**src/rtmm_pkg.sv**
```systemverilog
// Shared constants, types and control structs for the row-times-matrix multiply core.
package rtmm_pkg;

	// Matrix dimension and derived index width
	localparam int DIM    = 4;
	localparam int IDX_W  = (DIM > 1) ? $clog2(DIM) : 1;

	// Field widths
	localparam int VAL_W       = 16;
	localparam int PROD_W      = 2 * VAL_W;
	localparam int SUM_W       = 36;
	localparam int COL_W       = 4;
	localparam int IN_TDATA_W  = 16;
	localparam int OUT_TDATA_W = 40;

	typedef logic [IDX_W-1:0] idx_t;

	// Input beat kinds carried on tuser
	typedef enum logic [0:0] {
		OP_LOAD = 1'b0,
		OP_ROW  = 1'b1
	} opcode_t;

	// Per-cell control from the sequencer
	typedef struct packed {
		logic b_wr;     // write this cell's B column entry
		idx_t b_row;    // B row being written
		logic mul_en;   // A element present, form product
		idx_t mul_row;  // B row used by the product
		logic acc_en;   // add registered product into the sum
		logic shift;    // take the neighbor's sum (drain)
	} cell_ctl_t;

endpackage

```
**src/row_times_matrix_multiply_core.sv**
```systemverilog
// Top level: sequencer, load/row counters and the chain of column cells.
// A row's final A beat is registered into the product stage with its row-end flag;
// the accumulate then updates the sums and starts the drain, and the columns leave cell 0
// in order, column 0 first, one per beat while the sink is ready. One A or B beat per cycle
// inside a row; at row end the input stalls through the accumulate and the DIM output beats.
// Reset (arst_n low, asynchronous): counters, sums and handshake state clear; B holds
// no reset value and must be loaded before use.
module row_times_matrix_multiply_core (
	input  logic                                 clk,
	input  logic                                 arst_n,
	input  logic                                 s_axis_tvalid,
	output logic                                 s_axis_tready,
	input  logic [rtmm_pkg::IN_TDATA_W-1:0]      s_axis_tdata,  // [15:0] value
	input  logic [0:0]                           s_axis_tuser,  // [0] opcode
	output logic                                 m_axis_tvalid,
	input  logic                                 m_axis_tready,
	output logic [rtmm_pkg::OUT_TDATA_W-1:0]     m_axis_tdata,  // [35:0] product_value, [39:36] column
	output logic                                 m_axis_tlast
);
	import rtmm_pkg::*;

	logic                    in_hs;
	logic                    out_hs;
	logic                    load_hs;
	logic                    row_hs;
	logic                    row_end;
	idx_t                    load_row_q;
	idx_t                    load_col_q;
	idx_t                    row_pos_q;
	logic                    valid_s1;
	logic                    last_s1;
	logic                    drain_q;
	idx_t                    cnt_q;
	logic signed [VAL_W-1:0] value;
	logic signed [SUM_W-1:0] sum_chain [DIM+1];
	cell_ctl_t               ctl [DIM];

	assign value   = $signed(s_axis_tdata[VAL_W-1:0]);
	assign in_hs   = s_axis_tvalid && s_axis_tready;
	assign out_hs  = m_axis_tvalid && m_axis_tready;
	assign load_hs = in_hs && (opcode_t'(s_axis_tuser[0]) == OP_LOAD);
	assign row_hs  = in_hs && (opcode_t'(s_axis_tuser[0]) == OP_ROW);
	assign row_end = row_hs && (row_pos_q == idx_t'(DIM - 1));

	// Input stalls while the row's last product settles and while the sums drain
	assign s_axis_tready = !drain_q && !(valid_s1 && last_s1);

	// B load position, row-major with wrap
	always_ff @(posedge clk or negedge arst_n) begin
		if (!arst_n) begin
			load_row_q <= '0;
			load_col_q <= '0;
		end else if (load_hs) begin
			if (load_col_q == idx_t'(DIM - 1)) begin
				load_col_q <= '0;
				load_row_q <= (load_row_q == idx_t'(DIM - 1)) ? '0 : load_row_q + idx_t'(1);
			end else begin
				load_col_q <= load_col_q + idx_t'(1);
			end
		end
	end

	// Position within the current A row
	always_ff @(posedge clk or negedge arst_n) begin
		if (!arst_n) begin
			row_pos_q <= '0;
		end else if (row_hs) begin
			row_pos_q <= (row_pos_q == idx_t'(DIM - 1)) ? '0 : row_pos_q + idx_t'(1);
		end
	end

	// Product stage valid and row-end flag
	always_ff @(posedge clk or negedge arst_n) begin
		if (!arst_n) begin
			valid_s1 <= 1'b0;
			last_s1  <= 1'b0;
		end else begin
			valid_s1 <= row_hs;
			last_s1  <= row_end;
		end
	end

	// Drain sequencer: column counter walks the sums out of cell 0
	always_ff @(posedge clk or negedge arst_n) begin
		if (!arst_n) begin
			drain_q <= 1'b0;
			cnt_q   <= '0;
		end else if (valid_s1 && last_s1) begin
			drain_q <= 1'b1;
			cnt_q   <= '0;
		end else if (out_hs) begin
			cnt_q <= cnt_q + idx_t'(1);
			if (cnt_q == idx_t'(DIM - 1)) begin
				drain_q <= 1'b0;
			end
		end
	end

	// Cell chain; zeros enter at the far end so sums clear as they drain
	assign sum_chain[DIM] = '0;

	for (genvar c = 0; c < DIM; c++) begin : g_cell
		always_comb begin
			ctl[c].b_wr    = load_hs && (load_col_q == idx_t'(c));
			ctl[c].b_row   = load_row_q;
			ctl[c].mul_en  = row_hs;
			ctl[c].mul_row = row_pos_q;
			ctl[c].acc_en  = valid_s1;
			ctl[c].shift   = out_hs;
		end

		rtmm_cell u_cell (
			.clk     (clk),
			.arst_n  (arst_n),
			.ctl     (ctl[c]),
			.value   (value),
			.sum_in  (sum_chain[c+1]),
			.sum_out (sum_chain[c])
		);
	end

	// Output beat
	assign m_axis_tvalid = drain_q;
	assign m_axis_tdata  = {COL_W'(cnt_q), sum_chain[0]};
	assign m_axis_tlast  = (cnt_q == idx_t'(DIM - 1));

	// Checks
	a_no_in_during_drain: assert property (@(posedge clk) disable iff (!arst_n)
		drain_q |-> !s_axis_tready)
		else $error("input accepted while draining");

	a_drain_ends_on_last: assert property (@(posedge clk) disable iff (!arst_n)
		(out_hs && m_axis_tlast) |=> !m_axis_tvalid)
		else $error("drain continued past last column");

	a_row_pos_clear_at_drain: assert property (@(posedge clk) disable iff (!arst_n)
		$rose(drain_q) |-> (row_pos_q == '0) && (cnt_q == '0))
		else $error("row position or column count not clear at drain start");

	a_no_acc_during_shift: assert property (@(posedge clk) disable iff (!arst_n)
		out_hs |-> !valid_s1)
		else $error("accumulate and shift in same cycle");

endmodule

```
**src/rtmm_cell.sv**
```systemverilog
// One column cell: holds a column of B, a product stage and the column sum.
module rtmm_cell (
	input  logic                                   clk,
	input  logic                                   arst_n,
	input  rtmm_pkg::cell_ctl_t                    ctl,
	input  logic signed [rtmm_pkg::VAL_W-1:0]      value,
	input  logic signed [rtmm_pkg::SUM_W-1:0]      sum_in,
	output logic signed [rtmm_pkg::SUM_W-1:0]      sum_out
);
	import rtmm_pkg::*;

	logic signed [VAL_W-1:0]  b_q [DIM];
	logic signed [PROD_W-1:0] prod_s1;
	logic signed [SUM_W-1:0]  sum_q;

	// Column of B, one entry per row
	always_ff @(posedge clk) begin
		if (ctl.b_wr) begin
			b_q[ctl.b_row] <= value;
		end
	end

	// Product stage
	always_ff @(posedge clk) begin
		if (ctl.mul_en) begin
			prod_s1 <= value * b_q[ctl.mul_row];
		end
	end

	// Column sum: accumulate, or shift toward the output during drain
	always_ff @(posedge clk or negedge arst_n) begin
		if (!arst_n) begin
			sum_q <= '0;
		end else if (ctl.shift) begin
			sum_q <= sum_in;
		end else if (ctl.acc_en) begin
			sum_q <= sum_q + SUM_W'(prod_s1);
		end
	end

	assign sum_out = sum_q;

endmodule
```
**config.mk**
```make
export PLATFORM = sky130hd
export DESIGN_NAME = row_times_matrix_multiply_core
export DESIGN_NICKNAME = d
export VERILOG_FILES = /design/src/rtmm_pkg.sv /design/src/row_times_matrix_multiply_core.sv /design/src/rtmm_cell.sv
export SDC_FILE = /design/constraint.sdc
export NUM_CORES = 2
export LEC_CHECK = 0
export ABC_AREA = 1
export BUFFER_PORTS_ARGS = -buffer_cell sky130_fd_sc_hd__clkbuf_2
export CAP_MARGIN = 25
export CORE_ASPECT_RATIO = 0.75
export CORE_UTILIZATION = 61
export CTS_BUF_LIST = sky130_fd_sc_hd__clkbuf_4 sky130_fd_sc_hd__clkbuf_8
export DETAILED_ROUTE_END_ITERATION = 12
export GPL_TIMING_DRIVEN = 0
export PLACE_DENSITY = 0.82
export SYNTH_ARGS = -nofsm -noshare
export SYNTH_HDL_FRONTEND = slang
export SYNTH_SLANG_ARGS = --single-unit
```
**constraint.sdc**
```tcl
create_clock -name clk -period 5.4 [get_ports clk]
set_input_delay 1.08 -clock clk [delete_from_list [all_inputs] [get_ports clk]]
set_output_delay 1.08 -clock clk [all_outputs]
set_load 0.02 [all_outputs]
```
==> flow_results.xml <==
<?xml version="1.0" encoding="UTF-8"?>
<metrics>
  <group name="worst_setup_path">
    <metric name="critical-path-top-delay-family" unit="">adder cells</metric>
    <metric name="setup.worst_path.end" unit="">g_cell[3].u_cell.prod_s1[23]</metric>
    <metric name="crit_end_category" unit="">flip-flop</metric>
    <metric name="timing.critical_path.buf_inv" unit="">9</metric>
    <metric name="timing.critical_path.depth" unit="">26</metric>
    <metric name="rr_endpoint" unit="">g_cell[3].u_cell.prod_s1[23]</metric>
    <metric name="cpMostUsedCell" unit="">fa_1</metric>
    <metric name="crit_arrival" unit="ns">7.13</metric>
    <metric name="r2r.worst_path.cells" unit="">26</metric>
    <metric name="worstSetupPathType" unit="">reg2reg</metric>
    <metric name="rrSetupSlack" unit="ns">-1.17</metric>
    <metric name="crit_path_launch_type" unit="">flip-flop</metric>
    <metric name="timing.critical_path.from" unit="">row_pos_q[0]</metric>
    <metric name="worst-path-max-fanout" unit="">6</metric>
    <metric name="cp.required" unit="ns">5.97</metric>
    <metric name="critical_path.reg2reg.startpoint" unit="">row_pos_q[0]</metric>
    <metric name="crit_slowest_cell" unit="">fa_2</metric>
    <metric name="cpPeakStageDelay" unit="ns">0.68</metric>
  </group>
  <group name="final_layout">
    <metric name="multi_input_comb_area" unit="um2">52400</metric>
    <metric name="areaGrowthSynthToFinish" unit="%">19.0</metric>
    <metric name="drive_above_1_share" unit="%">19.3</metric>
    <metric name="regArea" unit="um2">15400</metric>
    <metric name="fillerInstances" unit="">8634</metric>
    <metric name="design.final.nets" unit="">10800</metric>
  </group>
  <group name="logic_synthesis">
    <metric name="synth.top_cell.area_share" unit="%">29.6</metric>
    <metric name="number_of_synthesized_flops_with_an_enable_pin" unit="">384</metric>
    <metric name="synth_ff_type" unit="">edfxtp_1</metric>
    <metric name="yosysSeqAreaShare" unit="%">21.7</metric>
    <metric name="postSynth.asyncResetShare" unit="%">28.8</metric>
    <metric name="syn_area_per_cell" unit="um2">8.10</metric>
    <metric name="number_of_synthesized_register_bits" unit="">539</metric>
    <metric name="synth_cells" unit="">8780</metric>
    <metric name="syn-cell-area" unit="um2">71100</metric>
    <metric name="synth-warning-count" unit="">0</metric>
    <metric name="ys_top_cells_by_area" unit="">fa_1, edfxtp_1, nand2_1</metric>
    <metric name="synthTopCellsByCount" unit="">nand2_1, inv_1, fa_1</metric>
    <metric name="netlist-cell-type-count" unit="">50</metric>
    <metric name="post-synth-top-area-cell" unit="">fa_1</metric>
    <metric name="most_frequently_used_cell_type_in_the_post_synthesis_netlist" unit="">nand2_1</metric>
  </group>
  <group name="cts">
    <metric name="h-tree-depth" unit="">3</metric>
    <metric name="cts_buffers" unit="">87</metric>
    <metric name="ctsLongestPathBuffers" unit="">3</metric>
    <metric name="clk_transition_reported_paths" unit="ns">0.07</metric>
    <metric name="ctsRootBufferMaster" unit="">clkbuf_8</metric>
    <metric name="tritoncts" unit="">yes</metric>
    <metric name="clock_insertion_delay_at_the_later_pin_of_the_skew_report" unit="ns">0.83</metric>
    <metric name="clock_sinks" unit="">539</metric>
  </group>
  <group name="placement">
    <metric name="place.port_buffers" unit="">61</metric>
    <metric name="place.detailed.hpwl" unit="mm">213</metric>
    <metric name="gp_routability_congestion" unit="">1.08</metric>
  </group>
  <group name="global_routing">
    <metric name="gr-total-overflow" unit="">0</metric>
    <metric name="grt_antenna_before_repair" unit="">19</metric>
    <metric name="grt_usage" unit="%">45.9</metric>
    <metric name="grt_first_pass_wirelength" unit="mm">394</metric>
    <metric name="maximum_number_of_pins_on_one_net_before_global_route_repair" unit="">80</metric>
    <metric name="first_global_vias" unit="">64000</metric>
  </group>
  <group name="floorplan">
    <metric name="fp.dieH" unit="um">298</metric>
    <metric name="die_w" unit="um">396</metric>
    <metric name="core.rowCount" unit="">108</metric>
    <metric name="initial_util" unit="%">61.5</metric>
    <metric name="core_area" unit="um2">116000</metric>
    <metric name="total_die_area" unit="um2">118000</metric>
    <metric name="num_ports" unit="">64</metric>
  </group>
  <group name="worst_hold_path">
    <metric name="worst_hold_path_type" unit="">in2async</metric>
  </group>
  <group name="timing">
    <metric name="hold_violations" unit="">0</metric>
    <metric name="finalMaxSlewViolations" unit="">0</metric>
    <metric name="rsz0062_at_grt" unit="">true</metric>
    <metric name="report.final.setup_viol" unit="">96</metric>
    <metric name="tightest_slew" unit="ns">1.11</metric>
    <metric name="finalCritPeriodShare" unit="%">122</metric>
    <metric name="finClkSkew" unit="ns">0.0736</metric>
    <metric name="layout_min_cycle_time" unit="ns">6.57</metric>
    <metric name="final.setup.tns" unit="ns">-78.84</metric>
    <metric name="hold_ws" unit="ns">0.110</metric>
    <metric name="smallest_setup_slack_after_layout" unit="ns">-1.17</metric>
    <metric name="max_freq" unit="MHz">152</metric>
    <metric name="slew_headroom" unit="%">25.9</metric>
  </group>
  <group name="detailed_routing">
    <metric name="firstDrtPassIters" unit="">12</metric>
    <metric name="wl_per_cell" unit="um">25.4</metric>
    <metric name="routed_via_density" unit="">5.99</metric>
    <metric name="final_antenna_net_count" unit="">0</metric>
    <metric name="route.final.wire_length" unit="mm">274</metric>
    <metric name="drtIter0Drc" unit="">8478</metric>
    <metric name="vias" unit="">64900</metric>
    <metric name="drc_violations_left" unit="">14</metric>
  </group>
  <group name="flow_run">
    <metric name="maxCapViolCount" unit="">0</metric>
  </group>
  <group name="status">
    <metric name="failed_checks" unit="">DRC, setup timing</metric>
    <metric name="result_of_the_run" unit="">finished with violations</metric>
  </group>
</metrics>
per-stage QoR:
stage          setup WS, ns  utilization [%]  cell area (um2)  cells
3_5_place_dp          -2.60             66.5            77000  10400
4_1_cts              -0.985             70.2            81200  10700
3_3_place_gp          -2.63             65.9            76300  10400
5_1_grt               -1.23             73.1            84600  10800
6_report              -1.17             73.2            84600  10800
2_1_floorplan        -0.579                -            74100   8781
timing repair:
item / CTS / global route
hold buffers: 0 / 0
setup endpoints to repair: 100 / 97
endpoints found under the hold margin: 0 / 0
pin swaps: 135 / 335
cloned: 8 / 7
resized for setup: 481 / 561
buffers inserted: 85 / 153
placed cells by master, fill, tap and decap left out, types with 81 or more instances in the layout:
cell      instances
nor2_1          833
fa_2            108
nand2_4          95
fa_1            944
o21ai_0         111
ha_1            388
nand2_1        1995
nand3_1         344
edfxtp_1        384
inv_2           135
nor2_2          116
ha_4             87
xor2_1           81
clkbuf_8        137
nand2_2         125
inv_1          1674
a21oi_1         168
buf_4           218
dfrtp_1         154
state kept, by name, summed over array words and instances, names as in the netlist:
signal / flops
row_pos_q: 2
g_cell.u_cell.b_q: 256
g_cell.u_cell.prod_s1: 128
last_s1: 1
valid_s1: 1
m_axis_tvalid: 1
load_col_q: 2
load_row_q: 2
g_cell.u_cell.sum_out: 144
cnt_q: 2
final cells by class:
cell class | instances | share of cell area, %
sequential | 539 | 18.2
inverter | 1856 | 8.46
multi-input combinational | 6144 | 61.9
timing repair buffer | 341 | 3.94
tap | 1540 | 2.28
clock inverter | 34 | 0.302
antenna | 6 | 0.0177
clock buffer | 125 | 1.78
buffer | 240 | 3.06
how the worst min path moves through the flow:
| stage | from | to | slack, ns |
|---|---|---|---|
| after detailed placement | g_cell[1].u_cell.sum_out[7] | g_cell[1].u_cell.sum_out[7] | 0.52 |
| final | arst_n | row_pos_q[1] | 0.11 |
| after global routing | arst_n | row_pos_q[0] | 0.11 |
| after CTS | arst_n | row_pos_q[0] | 0.13 |
| after global placement | g_cell[1].u_cell.sum_out[1] | g_cell[1].u_cell.sum_out[1] | 0.51 |
| after floorplan | g_cell[3].u_cell.sum_out[13] | g_cell[3].u_cell.sum_out[13] | 0.48 |
cell families after synthesis:
| family | count (synthesis) | share of synthesized area [%] |
|---|---|---|
| XOR/XNOR | 154 | 1.90 |
| AO/OA/AOI/OAI | 615 | 5.09 |
| adder cells (fa/ha/maj) | 1530 | 38.0 |
| AND/OR/NAND/NOR | 3843 | 22.0 |
| other | 1 | 0.00527 |
| flip-flops | 539 | 21.7 |
| buffers and inverters | 2098 | 11.3 |
metal layers:
layer	vias to the layer above	share of wire, %	GRT usage [%]
met5	-	0.18	1.18
met4	22	6.9	23.3
met3	1230	17	20.5
met2	4730	41	64.7
met1	31300	35	59.7
li1	27600	-	-
Power is not shown: default switching activity piles up to over one toggle a cycle in this logic, so the estimate is an artifact.
